File: config.mk
export PLATFORM = sky130hd
export DESIGN_NAME = start_end_frame_router_unit
export DESIGN_NICKNAME = d
export VERILOG_FILES = /design/src/sefr_pkg.sv /design/src/sefr_framer.sv /design/src/sefr_queue.sv /design/src/sefr_router.sv /design/src/start_end_frame_router_unit.sv
export SDC_FILE = /design/constraint.sdc
export NUM_CORES = 1
export LEC_CHECK = 0
export BUFFER_PORTS_ARGS = -buffer_cell sky130_fd_sc_hd__clkbuf_2
export CORE_ASPECT_RATIO = 0.75
export CORE_UTILIZATION = 45
export DETAILED_ROUTE_END_ITERATION = 8
export PLACE_DENSITY = 0.61
export SETUP_SLACK_MARGIN = 0.1
export SYNTH_ARGS = -nofsm -noshare
export SYNTH_HDL_FRONTEND = slang
export SYNTH_HIERARCHICAL = 1
export SYNTH_SLANG_ARGS = --single-unit
File: constraint.sdc
create_clock -name clk -period 6.7 [get_ports clk]
set_input_delay 1.34 -clock clk [delete_from_list [all_inputs] [get_ports clk]]
set_output_delay 1.34 -clock clk [all_outputs]
set_load 0.05 [all_outputs]
File: src/sefr_pkg.sv
package sefr_pkg;

	localparam int LOCAL_SLOTS = 4;
	localparam int PORT_SLOTS  = 8;
	localparam int QDEPTH      = 2;
	localparam int QPTR_W      = (QDEPTH > 1) ? $clog2(QDEPTH) : 1;
	localparam int QCNT_W      = $clog2(QDEPTH + 1);

	localparam logic [2:0] CFG_START_CODE  = 3'd0;
	localparam logic [2:0] CFG_END_CODE    = 3'd1;
	localparam logic [2:0] CFG_LOCAL_ADDRS = 3'd2;
	localparam logic [2:0] CFG_LOCAL_COUNT = 3'd3;
	localparam logic [2:0] CFG_PORT_ADDRS  = 3'd4;
	localparam logic [2:0] CFG_PORT_COUNT  = 3'd5;

	typedef enum logic [1:0] {
		ROUTE_LOCAL   = 2'd0,
		ROUTE_PORT0   = 2'd1,
		ROUTE_UNKNOWN = 2'd2,
		ROUTE_BAD_END = 2'd3
	} route_t;

	typedef struct packed {
		logic [7:0]  start_code;
		logic [7:0]  end_code;
		logic [31:0] local_addresses;
		logic [2:0]  local_count;
		logic [63:0] port_addresses;
		logic [3:0]  port_count;
	} cfg_t;

	// one captured frame as it travels from framer to router
	typedef struct packed {
		logic [7:0] data_high;
		logic [7:0] data_low;
		logic [7:0] command;
		logic [7:0] destination;
		logic [7:0] source;
		logic       bad_end;
	} frame_t;

	// only four slots are checked, so a count above four acts as four: the address register is 32 bits only
	function automatic logic local_hit(cfg_t c, logic [7:0] addr);
		logic [63:0] packed_addrs;
		logic        hit;
		packed_addrs = {32'd0, c.local_addresses};
		hit = 1'b0;
		for (int i = 0; i < LOCAL_SLOTS; i++) begin
			if ((4'(i) < {1'b0, c.local_count}) && (packed_addrs[8*i +: 8] == addr))
				hit = 1'b1;
		end
		return hit;
	endfunction

	function automatic logic port_hit(cfg_t c, logic [7:0] addr);
		logic hit;
		hit = 1'b0;
		for (int i = 0; i < PORT_SLOTS; i++) begin
			if ((4'(i) < c.port_count) && (c.port_addresses[8*i +: 8] == addr))
				hit = 1'b1;
		end
		return hit;
	endfunction

endpackage

File: src/sefr_framer.sv
module sefr_framer import sefr_pkg::*; (
	input  logic       clk,
	input  logic       arst_n,
	input  cfg_t       cfg,
	input  logic       in_valid,
	output logic       in_ready,
	input  logic [7:0] rx_byte,
	input  logic       q_full,
	output logic       push,
	output frame_t     push_frame
);

	typedef enum logic [6:0] {
		PH_HUNT = 7'b0000001,
		PH_SRC  = 7'b0000010,
		PH_DST  = 7'b0000100,
		PH_CMD  = 7'b0001000,
		PH_DLO  = 7'b0010000,
		PH_DHI  = 7'b0100000,
		PH_TRL  = 7'b1000000
	} phase_t;

	phase_t     phase_q;
	logic [7:0] src_q, dst_q, cmd_q, dlo_q, dhi_q;
	logic       take;

	// only the trailer needs room in the queue
	assign in_ready = (phase_q != PH_TRL) || !q_full;
	assign take     = in_valid && in_ready;
	assign push     = take && (phase_q == PH_TRL);

	always_comb begin
		push_frame.source      = src_q;
		push_frame.destination = dst_q;
		push_frame.command     = cmd_q;
		push_frame.data_low    = dlo_q;
		push_frame.data_high   = dhi_q;
		push_frame.bad_end     = (rx_byte != cfg.end_code);
	end

	always_ff @(posedge clk or negedge arst_n) begin
		if (!arst_n) begin
			phase_q <= PH_HUNT;
		end else if (take) begin
			unique case (phase_q)
				PH_HUNT: phase_q <= (rx_byte == cfg.start_code) ? PH_SRC : PH_HUNT;
				PH_SRC:  phase_q <= PH_DST;
				PH_DST:  phase_q <= PH_CMD;
				PH_CMD:  phase_q <= PH_DLO;
				PH_DLO:  phase_q <= PH_DHI;
				PH_DHI:  phase_q <= PH_TRL;
				PH_TRL:  phase_q <= PH_HUNT;
				default: phase_q <= PH_HUNT;
			endcase
		end
	end

	always_ff @(posedge clk) begin
		if (take) begin
			if (phase_q == PH_SRC) src_q <= rx_byte;
			if (phase_q == PH_DST) dst_q <= rx_byte;
			if (phase_q == PH_CMD) cmd_q <= rx_byte;
			if (phase_q == PH_DLO) dlo_q <= rx_byte;
			if (phase_q == PH_DHI) dhi_q <= rx_byte;
		end
	end

endmodule

File: src/sefr_queue.sv
module sefr_queue import sefr_pkg::*; (
	input  logic   clk,
	input  logic   arst_n,
	input  logic   push,
	input  frame_t push_frame,
	output logic   full,
	input  logic   pop,
	output logic   head_valid,
	output frame_t head_frame
);

	frame_t              entry_q [QDEPTH];
	logic [QPTR_W-1:0]   wr_ptr_q, rd_ptr_q;
	logic [QCNT_W-1:0]   count_q;

	assign full       = (count_q == QCNT_W'(QDEPTH));
	assign head_valid = (count_q != '0);
	assign head_frame = entry_q[rd_ptr_q];

	function automatic logic [QPTR_W-1:0] next_ptr(logic [QPTR_W-1:0] p);
		return (p == QPTR_W'(QDEPTH - 1)) ? '0 : p + 1'b1;
	endfunction

	always_ff @(posedge clk or negedge arst_n) begin
		if (!arst_n) begin
			wr_ptr_q <= '0;
			rd_ptr_q <= '0;
			count_q  <= '0;
		end else begin
			if (push)
				wr_ptr_q <= next_ptr(wr_ptr_q);
			if (pop)
				rd_ptr_q <= next_ptr(rd_ptr_q);
			if (push && !pop)
				count_q <= count_q + 1'b1;
			else if (pop && !push)
				count_q <= count_q - 1'b1;
		end
	end

	always_ff @(posedge clk) begin
		if (push)
			entry_q[wr_ptr_q] <= push_frame;
	end

endmodule

File: src/sefr_router.sv
module sefr_router import sefr_pkg::*; (
	input  logic       clk,
	input  logic       arst_n,
	input  cfg_t       cfg,
	input  logic       head_valid,
	input  frame_t     head_frame,
	output logic       pop,
	output logic       out_valid,
	input  logic       out_ready,
	output logic [7:0] source,
	output logic [7:0] destination,
	output logic [7:0] command,
	output logic [7:0] data_low,
	output logic [7:0] data_high,
	output logic [1:0] route
);

	logic   out_valid_q;
	frame_t frame_q;
	route_t route_q;
	route_t route_d;

	assign pop = head_valid && (!out_valid_q || out_ready);

	// bad trailer wins, then local slots, then port slots
	always_comb begin
		if (head_frame.bad_end)
			route_d = ROUTE_BAD_END;
		else if (local_hit(cfg, head_frame.destination))
			route_d = ROUTE_LOCAL;
		else if (port_hit(cfg, head_frame.destination))
			route_d = ROUTE_PORT0;
		else
			route_d = ROUTE_UNKNOWN;
	end

	always_ff @(posedge clk or negedge arst_n) begin
		if (!arst_n)
			out_valid_q <= 1'b0;
		else if (pop)
			out_valid_q <= 1'b1;
		else if (out_ready)
			out_valid_q <= 1'b0;
	end

	always_ff @(posedge clk) begin
		if (pop) begin
			frame_q <= head_frame;
			route_q <= route_d;
		end
	end

	assign out_valid   = out_valid_q;
	assign source      = frame_q.source;
	assign destination = frame_q.destination;
	assign command     = frame_q.command;
	assign data_low    = frame_q.data_low;
	assign data_high   = frame_q.data_high;
	assign route       = route_q;

endmodule

File: src/start_end_frame_router_unit.sv
// Framed byte receiver with destination routing.
// Input channel (in_valid/in_ready, rx_byte): one received byte per item.
// Bytes are dropped until one equals start_code; the next six bytes form a
// frame (source, destination, command, data_low, data_high, trailer).
// Output channel (out_valid/out_ready): one item per frame, carrying the five
// captured bytes and route (local, port 0, unknown, or bad end byte).
// Config channel (cfg_valid/cfg_ready, cfg_index, cfg_data): always ready;
// write only while the block is idle. The config registers reset to zero.
// Throughput: one byte per cycle, except while a trailer waits for queue space.
// After the trailer is accepted, the frame is held first in the frame queue,
// then in the router's output register, which drives the result.
// When the receiver stalls, the output register holds its item, the queue
// fills, and in_ready drops only while a trailer waits for queue space.
// Reset (arst_n low) returns the framer to hunting and empties queue and output.
module start_end_frame_router_unit import sefr_pkg::*; (
	input  logic        clk,
	input  logic        arst_n,
	input  logic        in_valid,
	output logic        in_ready,
	input  logic [7:0]  rx_byte,
	output logic        out_valid,
	input  logic        out_ready,
	output logic [7:0]  source,
	output logic [7:0]  destination,
	output logic [7:0]  command,
	output logic [7:0]  data_low,
	output logic [7:0]  data_high,
	output logic [1:0]  route,
	input  logic        cfg_valid,
	output logic        cfg_ready,
	input  logic [2:0]  cfg_index,
	input  logic [63:0] cfg_data
);

	cfg_t   cfg_q;
	logic   q_full, push, pop, head_valid;
	frame_t push_frame, head_frame;

	assign cfg_ready = 1'b1;

	always_ff @(posedge clk or negedge arst_n) begin
		if (!arst_n) begin
			cfg_q <= '0;
		end else if (cfg_valid) begin
			unique case (cfg_index)
				CFG_START_CODE:  cfg_q.start_code      <= cfg_data[7:0];
				CFG_END_CODE:    cfg_q.end_code        <= cfg_data[7:0];
				CFG_LOCAL_ADDRS: cfg_q.local_addresses <= cfg_data[31:0];
				CFG_LOCAL_COUNT: cfg_q.local_count     <= cfg_data[2:0];
				CFG_PORT_ADDRS:  cfg_q.port_addresses  <= cfg_data;
				CFG_PORT_COUNT:  cfg_q.port_count      <= cfg_data[3:0];
				default: ;
			endcase
		end
	end

	sefr_framer u_framer (
		.clk        (clk),
		.arst_n     (arst_n),
		.cfg        (cfg_q),
		.in_valid   (in_valid),
		.in_ready   (in_ready),
		.rx_byte    (rx_byte),
		.q_full     (q_full),
		.push       (push),
		.push_frame (push_frame)
	);

	sefr_queue u_queue (
		.clk        (clk),
		.arst_n     (arst_n),
		.push       (push),
		.push_frame (push_frame),
		.full       (q_full),
		.pop        (pop),
		.head_valid (head_valid),
		.head_frame (head_frame)
	);

	sefr_router u_router (
		.clk         (clk),
		.arst_n      (arst_n),
		.cfg         (cfg_q),
		.head_valid  (head_valid),
		.head_frame  (head_frame),
		.pop         (pop),
		.out_valid   (out_valid),
		.out_ready   (out_ready),
		.source      (source),
		.destination (destination),
		.command     (command),
		.data_low    (data_low),
		.data_high   (data_high),
		.route       (route)
	);

endmodule

==> results of run 1 <==
==> through the flow <==
stage | instances | total power, mW | hold slack (ps)
final | 1222 | 5.37 | 444
after global routing | 1222 | 5.61 | 445
after CTS | 1222 | 5.42 | 437
after detailed placement | 1171 | 3.80 | 431
after global placement | 1171 | 3.77 | 422
after floorplan | 715 | 3.53 | 421
==> cells in the final DEF (no fill, tap or decap), types with 3 or more instances in the layout <==
cell | netlist | layout
sky130_fd_sc_hd__nand4_1 | 6 | 6
sky130_fd_sc_hd__o211ai_1 | 3 | 3
sky130_fd_sc_hd__edfxtp_1 | 164 | 164
sky130_fd_sc_hd__nand2_1 | 11 | 11
sky130_fd_sc_hd__bufinv_16 | 0 | 4
sky130_fd_sc_hd__mux2_2 | 59 | 59
sky130_fd_sc_hd__nor3_1 | 7 | 7
sky130_fd_sc_hd__mux2_4 | 99 | 99
sky130_fd_sc_hd__inv_1 | 6 | 6
sky130_fd_sc_hd__nor4_1 | 21 | 21
sky130_fd_sc_hd__nand3_1 | 4 | 4
sky130_fd_sc_hd__clkinvlp_4 | 0 | 4
sky130_fd_sc_hd__clkbuf_16 | 0 | 29
sky130_fd_sc_hd__clkinv_2 | 0 | 3
sky130_fd_sc_hd__nor2b_1 | 8 | 7
sky130_fd_sc_hd__xnor2_1 | 17 | 17
sky130_fd_sc_hd__nor2_1 | 6 | 6
sky130_fd_sc_hd__clkbuf_2 | 1 | 122
sky130_fd_sc_hd__xor2_1 | 100 | 100
sky130_fd_sc_hd__clkinv_1 | 0 | 6
sky130_fd_sc_hd__dfrtp_1 | 130 | 129
sky130_fd_sc_hd__a22oi_1 | 4 | 4
sky130_fd_sc_hd__buf_4 | 5 | 10
sky130_fd_sc_hd__nand2b_1 | 3 | 3
==> sequential cells by signal, indices dropped and copies added (netlist names), 7 cells and up <==
name	flops
cfg_q	119
u_queue/entry_q	82
u_framer/cmd_q	8
u_framer/dhi_q	8
u_framer/dlo_q	8
u_framer/dst_q	8
u_framer/src_q	8
u_router/command	8
u_router/data_high	8
u_router/data_low	8
u_router/destination	8
u_router/source	8
u_framer/phase_q	7
==> routing by layer <==
metal	vias to the layer above	global-route usage [%]	wire (um)
li1	2905	-	-
met1	3249	27.0	12100
met2	146	27.5	11200
met3	35	3.12	1140
met4	0	3.66	393
met5	-	0	0
==> layout make-up <==
type / count / area (sq um)
sequential: 295 / 8210
fill: 2211 / 12900
clock inverter: 19 / 201
timing repair buffer: 132 / 686
inverter: 6 / 22.5
tap: 351 / 439
multi-input combinational: 387 / 3990
clock buffer: 32 / 747
==> worst register-to-register path, delay by kind of cell (launching register included) <==
kind                   cells  cell delay (ps)
AO/OA/AOI/OAI              4              770
buffers and inverters      1              630
AND/OR/NAND/NOR            1              540
multiplexers               1              510
flip-flops                 1              340
XOR/XNOR                   1              210
==> cells by family after synthesis <==
kind of cell | after synthesis | synth area share (%)
flip-flops | 295 | 65.4
multiplexers | 160 | 17.3
XOR/XNOR | 118 | 8.30
AND/OR/NAND/NOR | 84 | 4.32
buffers and inverters | 33 | 3.00
AO/OA/AOI/OAI | 23 | 1.47
adder cells (fa/ha/maj) | 1 | 0.0998
other | 1 | 0.0299
==> worst max-delay path by stage <==
stage                                 endpoint                         start  cells after the start
2_1_floorplan  u_queue/entry_q[0][0]$_DFFE_PP_                      in_valid                      4
3_3_place_gp             cfg_q[67]$_DFFE_PN0P_                  cfg_index[0]                      5
3_5_place_dp             cfg_q[67]$_DFFE_PN0P_                  cfg_index[0]                      5
4_1_cts        u_router/route[1]$_SDFFCE_PP1P_  u_queue/rd_ptr_q$_DFFE_PN0P_                      7
5_1_grt        u_router/route[1]$_SDFFCE_PP1P_  u_queue/rd_ptr_q$_DFFE_PN0P_                      8
6_report       u_router/route[1]$_SDFFCE_PP1P_  u_queue/rd_ptr_q$_DFFE_PN0P_                      8
==> power by group through the flow <==
| stage | Clock (mW) | Sequential (mW) | Combinational [mW] |
|---|---|---|---|
| after CTS | 1.65 | 2.39 | 1.38 |
| after global placement | 0 | 2.42 | 1.35 |
| after detailed placement | 0 | 2.43 | 1.38 |
| after global routing | 1.73 | 2.42 | 1.46 |
| after floorplan | 0 | 2.71 | 0.819 |
| final | 1.61 | 2.39 | 1.36 |
==> run summary, run 1 <==
=================================================================================
Origin of the worst min-delay path                                   u_framer/dlo_q[7]$_DFFE_PP_
Number of design rule violations left after detail routing                      0
Peak VDD IR                                                              0.223 mV
Final Max Tran Viols                                                            0
Int Power                                                                 3.72 mW
Chip width                                                                 195 um
Cell-by-cell trace of the critical path                              buf_4 > mux2_4 > xor2_1 > nor4_1 > a22oi_1 > o211ai_1 > o22ai_1 > a31o_1
Core Footprint                                                        27200 sq um
Combinational cell fraction of total power                                  25.4%
Mean number of vias per cell                                                 5.18
Final hold violation count                                                      0
Leakage dissipation                                                       5.80 nW
Yosys top cell area share                                                   39.3%
Slew of the pin with the lowest slew margin                               1090 ps
Number of buffers inserted during clock tree synthesis                         29
Relative contribution of the clock network to total power                   30.1%
DP Wirelength                                                             16.3 mm
Startpoint-to-endpoint class of the critical path                         reg2reg
Dominant cell by count in the synthesized netlist                    sky130_fd_sc_hd__edfxtp_1
Net Switching                                                             1.64 mW
Startpoint of the worst register-to-register path                    u_queue/rd_ptr_q$_DFFE_PN0P_
Hold-fix buffer count after cts                                                 0
Clk slew on worst S/H paths                                                 60 ps
Cell taking the most area after synthesis                            sky130_fd_sc_hd__edfxtp_1
Via count of the first global-routing pass                                   6701
Placed cell areas                                                     13300 sq um
Number of antenna violations at the first check in global routing               0
Number of sinks handled by clock tree synthesis                               295
Nets@finish                                                                   932
Classification of the worst-slack hold path                               reg2reg
Floorplan row count                                                            52
Worst Reg2Reg Path Length in Cells                                              8
Source-to-sink clock delay at the later pin of the worst-skew pair         530 ps
Number of vias after detailed routing                                        6335
Final setup TNS                                                              0 ps
Capture endpoint of the worst hold path                              u_queue/entry_q[0][32]$_DFFE_PP_
RSZ-0062 raised after global routing                                           no
Number of synthesis warnings                                                    6
Synthesis-to-finish area growth                                             14.0%
Outcome                                                              finished, final reports clean
Launching element type of the critical path                                  flop
Endpoint type of the worst setup path                                        flop
Final standard cell utilization of the core                                 52.5%
Data required time at the worst endpoint                                  6990 ps
Root Buffer Master                                                   sky130_fd_sc_hd__clkbuf_16
Average instance area after synthesis                                  17.5 sq um
Achievable clock frequency                                                310 MHz
Number of distinct library cells after synthesis                               54
Number of buffers inserted to repair setup after CTS                            0
Largest net degree at the start of global routing                              84
Number of nets with antenna violations after detailed routing                   0
Final period utilization                                                    48.1%
Commonest cells in the synthesized netlist                           sky130_fd_sc_hd__edfxtp_1 (164), sky130_fd_sc_hd__dfrtp_1 (130), sky130_fd_sc_hd__xor2_1 (100)
Total number of H-tree levels                                                   1
Number of maximum-capacitance constraint violations                             0
Height of the die                                                          147 um
DR pass1 iterations                                                             5
Synthesized flop and latch total                                              295
Share of power burned in registers                                          44.5%
Total Routing Usage GR                                                      18.0%
Asr flop ratio synth                                                        44.4%
Clk buf depth                                                                   3
Slack of the critical path                                                3470 ps
Post-route cell area                                                  14300 sq um
Fin Clk Skew                                                              8.20 ps
Post-placement worst setup slack                                          3190 ps
TritonCTS clock tree                                                          yes
Worst-path maximum fanout                                                      42
Total overflow reported by the global router                                    0
Signal arrival time at the worst endpoint                                 3510 ps
Initial core utilization                                                    46.1%
Final setup violating endpoints                                                 0
Slew HR                                                                     27.5%
Switching fraction of total power                                           30.6%
Worst-path cell with the longest stage delay                         sky130_fd_sc_hd__buf_4
I/O pin count                                                                 125
Overall routed net length                                                 24.8 mm
Cell family contributing the most delay on the critical path         compound AO/OA/AOI/OAI gates
IO buf count                                                                  123
Iteration-0 DRC count of the detailed router                                  417
Number of buffers and inverters on the critical path                            1
Resized Gates After CTS                                                         0
Average wire length per cell after detail routing                         20.3 um
Final weighted congestion in routability-driven placement                   0.804
Count of mapped cells out of synthesis                                        715
Die area                                                              28500 sq um
Most used DFF post-synth                                             sky130_fd_sc_hd__edfxtp_1
Worst hold path depth                                                           0
CP peak stage delay                                                        630 ps
Net count of the mapped netlist                                               796
Wire length of the first global-routing pass                              39.8 mm
Register-to-Register Setup Slack                                          3470 ps
Pwr Density                                                           375 nW/um^2
Number of flops mapped to enable cells by yosys                               164
Fin crit period                                                           3230 ps
Ant diodes                                                                      0
Reg-to-reg endpoint                                                  u_router/route[1]$_SDFFCE_PP1P_
Cell types occupying the most area after synthesis                   sky130_fd_sc_hd__edfxtp_1 (39%), sky130_fd_sc_hd__dfrtp_1 (26%), sky130_fd_sc_hd__mux2_4 (12%)
Post-synthesis sequential area ratio                                        65.4%
Post-synthesis cell area                                              12500 sq um
Share of layout cells above drive strength 1                                40.0%
=================================================================================
No activity file was read; power rests on OpenSTA's default activity.
==> inputs of run 2 (changes only) <==
--- a/config.mk
+++ b/config.mk
@@ -9,7 +9,7 @@
 export CORE_ASPECT_RATIO = 0.75
 export CORE_UTILIZATION = 45
 export DETAILED_ROUTE_END_ITERATION = 8
-export PLACE_DENSITY = 0.61
+export PLACE_DENSITY = 0.64
 export SETUP_SLACK_MARGIN = 0.1
 export SYNTH_ARGS = -nofsm -noshare
 export SYNTH_HDL_FRONTEND = slang
==> constraint.sdc (replaced) <==
create_clock -name clk -period 2.8 [get_ports clk]
set_input_delay 0.56 -clock clk [delete_from_list [all_inputs] [get_ports clk]]
set_output_delay 0.56 -clock clk [all_outputs]
set_load 0.05 [all_outputs]
==> run 2 against run 1 <==
Net effect: sequential share of layout area decreased by 0.48 points; critical path type unchanged; via count is 1.2% lower; final area grew 0.84%; core utilization grew 0.44 points; die area is the same; sequential power is 140% higher; fmax rose by 26%; total power increased by 140%; largest cell class unchanged; first-iteration DRC count decreased by 9.1%; register-to-register slack worse by 3200 ps.
==> run summary, run 2 (synthesis gave the netlist of run 1 again) <==
=====================================================================================
Slack of the critical path                                                     231 ps
Largest net degree at the start of global routing                                  61
Floorplan row count                                                                52
Total Routing Usage GR                                                          17.4%
CP peak stage delay                                                            540 ps
Worst-path maximum fanout                                                          13
Root Buffer Master                                                       sky130_fd_sc_hd__clkbuf_16
Number of nets with antenna violations after detailed routing                       0
Number of sinks handled by clock tree synthesis                                   295
Number of buffers inserted to repair setup after CTS                                0
Mean number of vias per cell                                                     5.09
Ant diodes                                                                          0
Wire length of the first global-routing pass                                  38.1 mm
Final standard cell utilization of the core                                     53.0%
Iteration-0 DRC count of the detailed router                                      379
Final setup TNS                                                                  0 ps
Clk slew on worst S/H paths                                                     70 ps
Synthesis-to-finish area growth                                                 14.9%
Most frequent cells in the layout                                        sky130_fd_sc_hd__edfxtp_1 (164), sky130_fd_sc_hd__dfrtp_1 (129), sky130_fd_sc_hd__clkbuf_2 (122), sky130_fd_sc_hd__xor2_1 (100), sky130_fd_sc_hd__mux2_4 (99)
Leakage dissipation                                                           5.85 nW
Number of buffers inserted during clock tree synthesis                             28
Share of layout cells above drive strength 1                                    40.7%
Fin crit period                                                               2570 ps
Launching element type of the critical path                                      flop
Clk buf depth                                                                       3
Biggest registers after layout                                           cfg_q: 119 flops, u_queue/entry_q: 82 flops
Post-placement worst setup slack                                               204 ps
Initial core utilization                                                        46.1%
Most frequent standard cell in the layout excluding fill and tap cells   sky130_fd_sc_hd__edfxtp_1
Final weighted congestion in routability-driven placement                       0.796
Achievable clock frequency                                                    389 MHz
Core Footprint                                                            27200 sq um
Final hold violation count                                                          0
Slew HR                                                                         56.8%
Startpoint-to-endpoint class of the critical path                             reg2reg
Via count of the first global-routing pass                                       6428
Die area                                                                  28500 sq um
Average wire length per cell after detail routing                             19.7 um
Final Max Tran Viols                                                                0
Total overflow reported by the global router                                        0
RSZ-0062 raised after global routing                                               no
Data required time at the worst endpoint                                      3100 ps
Peak VDD IR                                                                  0.455 mV
Nets@finish                                                                       939
Number of maximum-capacitance constraint violations                                 0
Number of vias after detailed routing                                            6261
Cell-by-cell trace of the critical path                                  mux2_4 > xor2_1 > nor4_1 > a22oi_1 > o221ai_1 > o22ai_1 > a31o_1
Fin Clk Skew                                                                  15.2 ps
Pwr Density                                                               888 nW/um^2
Number of design rule violations left after detail routing                          0
DP Wirelength                                                                 16.4 mm
Final setup violating endpoints                                                     0
Final period utilization                                                        91.8%
Overall routed net length                                                     24.2 mm
Source-to-sink clock delay at the later pin of the worst-skew pair             540 ps
Hold-fix buffer count after cts                                                     0
Chip width                                                                     195 um
Worst-path cell with the longest stage delay                             sky130_fd_sc_hd__dfrtp_2
Max reg flops                                                                     119
DR pass1 iterations                                                                 5
Classification of the worst-slack hold path                                  in2async
Hold slack                                                                    48.9 ps
I/O pin count                                                                     125
Endpoint type of the worst setup path                                            flop
IO buf count                                                                      123
Outcome                                                                  finished, final reports clean
Slew of the pin with the lowest slew margin                                    648 ps
Most flops, register                                                            cfg_q
Number of antenna violations at the first check in global routing                   0
Signal arrival time at the worst endpoint                                     2870 ps
Total number of H-tree levels                                                       1
TritonCTS clock tree                                                              yes
Height of the die                                                              147 um
=====================================================================================
## run 2: cell count changes in the layout (fill, tap and decap cells not counted), moves of 2 or more
cell,previous run,this run
sky130_fd_sc_hd__buf_12,0,5
sky130_fd_sc_hd__buf_4,10,13
sky130_fd_sc_hd__nor4_1,21,18
sky130_fd_sc_hd__nor4_2,1,4
sky130_fd_sc_hd__clkbuf_1,2,4
## run 2: routing by layer
layer  track usage [%]  up-vias  routed length (um)  part of all wire [%]
li1                  -     2917                   -                     -
met2              25.1      144               10400                    43
met5                 0        -                   0                     0
met1              27.3     3172               12300                    51
met4              3.43        0                 337                   1.4
met3              3.10       28                1210                   5.0
## run 2: cell type report
cell class                      count  area (sq um)
Fill cell                        2244         12800
Inverter                            6          22.5
Multi-Input combinational cell    387          4010
Tap cell                          351           439
Clock inverter                     19           211
Timing Repair Buffer              140           808
Sequential cell                   295          8210
Clock buffer                       32           716
## run 2: through the flow
step           instances  power, mW  instance area [sq um]
3_3_place_gp        1179       9.08                  13500
5_1_grt             1230       13.4                  14400
3_5_place_dp        1179       9.10                  13500
6_report            1230       12.8                  14400
4_1_cts             1230       12.9                  14400
2_1_floorplan        715       8.45                  12500
## run 2: power breakdown
group / switching [mW] / total (mW) / internal [mW]
combinational: 1.91 / 3.24 / 1.33
clock: 1.58 / 3.79 / 2.21
sequential: 0.447 / 5.77 / 5.32
## run 2: critical path: cells and delay by family (launching register included)
| kind | cells | cell delay [ps] |
|---|---|---|
| compound gates | 4 | 710 |
| flops | 1 | 540 |
| mux | 1 | 460 |
| simple gates | 1 | 410 |
| xor+xnor | 1 | 200 |
## run 2: what timing repair did
action,4_1_cts,5_1_grt
setup endpoints to repair,0,1
endpoints found under the hold margin,0,0
resized for setup,0,3
## run 2: final timing paths
path                                                   endpoint  slack [ps]  cells after the start                    startpoint
worst min register to register  u_queue/entry_q[1][6]$_DFFE_PP_         440                      0   u_framer/src_q[5]$_DFFE_PP_
max in group asynchronous                 cfg_q[62]$_DFFE_PN0P_        1950                      2                        arst_n
worst max-delay path            u_router/route[1]$_SDFFCE_PP1P_         230                      7  u_queue/rd_ptr_q$_DFFE_PN0P_
worst min-delay path                      cfg_q[36]$_DFFE_PN0P_          50                      1                        arst_n
min in group clk                          cfg_q[51]$_DFFE_PN0P_         250                      2                  cfg_data[47]
worst max register to register  u_router/route[1]$_SDFFCE_PP1P_         230                      7  u_queue/rd_ptr_q$_DFFE_PN0P_
==> inputs of run 3 (changes only) <==
--- a/config.mk
+++ b/config.mk
@@ -9,7 +9,9 @@
 export CORE_ASPECT_RATIO = 0.75
 export CORE_UTILIZATION = 45
 export DETAILED_ROUTE_END_ITERATION = 8
+export GPL_TIMING_DRIVEN = 0
 export PLACE_DENSITY = 0.64
+export REMOVE_ABC_BUFFERS = 1
 export SETUP_SLACK_MARGIN = 0.1
 export SYNTH_ARGS = -nofsm -noshare
 export SYNTH_HDL_FRONTEND = slang
==> run 3 against run 2 <==
Net effect: clock skew rose by 3.2 ps; flip-flop and latch count did not move; fmax fell by 4.8%; worst setup slack got worse by 130 ps; core utilization rose by 1.6 points; first-iteration DRC count fell by 17%; largest cell class unchanged; clock power rose by 7.4%; sequential power fell by 1%; hold slack got worse by 27 ps; largest power group unchanged.
==> run summary, run 3 (synthesis gave the netlist of run 1 again) <==
=====================================================================================
Total Routing Usage GR                                                          17.6%
Non-filler cells in the finished layout                                          1251
Leakage dissipation                                                           6.03 nW
Final Max Tran Viols                                                                0
Outcome                                                                  finished, final reports clean
Most flops, register                                                            cfg_q
Number of design rule violations left after detail routing                          0
Final setup violating endpoints                                                     0
Mean number of vias per cell                                                     5.09
Post-placement worst setup slack                                              -689 ps
Average wire length per cell after detail routing                             20.7 um
Cell-by-cell trace of the critical path                                  buf_16 > mux2_4 > xor2_1 > nor4_1 > nand2_1 > o221ai_1 > o22ai_2 > a31o_1
Source-to-sink clock delay at the later pin of the worst-skew pair             550 ps
Slack of the critical path                                                     100 ps
Most frequent standard cell in the layout excluding fill and tap cells   sky130_fd_sc_hd__edfxtp_1
Worst-path maximum fanout                                                          13
Final weighted congestion in routability-driven placement                       0.771
Die area                                                                  28500 sq um
Number of buffers inserted during clock tree synthesis                             29
CP peak stage delay                                                            530 ps
RSZ-0062 raised after global routing                                              yes
Nets@finish                                                                       958
Largest net degree at the start of global routing                                  70
Clk slew on worst S/H paths                                                     70 ps
Classification of the worst-slack hold path                                  in2async
Total number of H-tree levels                                                       1
Biggest registers after layout                                           cfg_q: 119 flops, u_queue/entry_q: 82 flops
Share of layout cells above drive strength 1                                    43.9%
Fin Clk Skew                                                                  18.4 ps
DP Wirelength                                                                 15.7 mm
Number of antenna violations at the first check in global routing                   0
Launching element type of the critical path                                      flop
Chip width                                                                     195 um
Overall routed net length                                                     25.9 mm
Wire length of the first global-routing pass                                  38.6 mm
Max reg flops                                                                     119
Startpoint-to-endpoint class of the critical path                             reg2reg
Peak VDD IR                                                                  0.605 mV
Ant diodes                                                                          0
Core Footprint                                                            27200 sq um
Overall power of the completed layout                                         13.5 mW
Height of the die                                                              147 um
Total overflow reported by the global router                                        0
IO buf count                                                                      123
I/O pin count                                                                     125
Achievable clock frequency                                                    370 MHz
TritonCTS clock tree                                                              yes
DR pass1 iterations                                                                 4
Number of buffers and inverters on the critical path                                1
Root Buffer Master                                                       sky130_fd_sc_hd__clkbuf_16
Slew HR                                                                         24.8%
Most frequent cells in the layout                                        sky130_fd_sc_hd__edfxtp_1 (164), sky130_fd_sc_hd__dfrtp_1 (129), sky130_fd_sc_hd__clkbuf_2 (122), sky130_fd_sc_hd__mux2_4 (99), sky130_fd_sc_hd__xor2_1 (99)
Number of sinks handled by clock tree synthesis                                   295
Synthesis-to-finish area growth                                                 18.4%
Data required time at the worst endpoint                                      3110 ps
Initial core utilization                                                        46.1%
Hold slack                                                                    22.1 ps
Final hold violation count                                                          0
Iteration-0 DRC count of the detailed router                                      313
Signal arrival time at the worst endpoint                                     3010 ps
Cell count after placement                                                       1176
Number of maximum-capacitance constraint violations                                 0
Worst-path cell with the longest stage delay                             sky130_fd_sc_hd__dfrtp_4
Number of nets with antenna violations after detailed routing                       0
Via count of the first global-routing pass                                       6390
Clk buf depth                                                                       3
Pwr Density                                                               908 nW/um^2
Number of vias after detailed routing                                            6372
Endpoint type of the worst setup path                                            flop
Final period utilization                                                        96.4%
Fin crit period                                                               2700 ps
Cell family contributing the most delay on the critical path             compound AO/OA/AOI/OAI gates
Floorplan row count                                                                52
Slew of the pin with the lowest slew margin                                   1120 ps
=====================================================================================
run 3: layout make-up:
cell class	count	area (sq um)
Clock buffer	34	764
Tap cell	351	439
Sequential cell	295	8210
Clock inverter	20	233
Multi-Input combinational cell	390	4150
Fill cell	2155	12400
Timing Repair Buffer	155	1030
Inverter	6	22.5
run 3: repair_timing:
| item | CTS | global route |
|---|---|---|
| hold buffers | 0 | 0 |
| resized for setup | 8 | 12 |
| setup buffers | 4 | 12 |
| endpoints found under the setup margin | 2 | 2 |
| cloned | 0 | 5 |
| pin swaps | 1 | 8 |
run 3: where the power goes:
part | switching [mW] | internal, mW
Sequential | 0.385 | 5.32
Combinational | 2.15 | 1.55
Clock | 1.66 | 2.41
Total | 4.19 | 9.28
run 3: layer usage:
metal / share of wire [%] / GRT usage (%) / up-vias / wire length (um)
met2: 43 / 26.3 / 118 / 11200
met5: 0 / 0 / - / 0
met3: 4.6 / 2.66 / 27 / 1190
met1: 51 / 27.3 / 3249 / 13100
met4: 1.4 / 3.39 / 0 / 371
li1: - / - / 2978 / -
run 3: final timing paths:
check | startpoint | slack (ps) | cells after the start | to
max in group asynchronous | arst_n | 2040 | 2 | u_queue/rd_ptr_q$_DFFE_PN0P_
max | u_queue/rd_ptr_q$_DFFE_PN0P_ | 100 | 8 | u_router/route[1]$_SDFFCE_PP1P_
min in group clk | cfg_data[60] | 240 | 2 | cfg_q[64]$_DFFE_PN0P_
min | arst_n | 20 | 1 | cfg_q[95]$_DFFE_PN0P_
min reg2reg | u_framer/cmd_q[3]$_DFFE_PP_ | 440 | 0 | u_queue/entry_q[0][20]$_DFFE_PP_
max reg2reg | u_queue/rd_ptr_q$_DFFE_PN0P_ | 100 | 8 | u_router/route[1]$_SDFFCE_PP1P_
run 3: per-stage QoR:
step	TNS, ps	cell area (sq um)	util (%)
detailed placement	-1250	13500	49.7
finish	0	14800	54.6
CTS	0	14600	53.6
floorplan	-347470	12200	-
global placement	-830270	13200	48.7
global route	0	14800	54.6
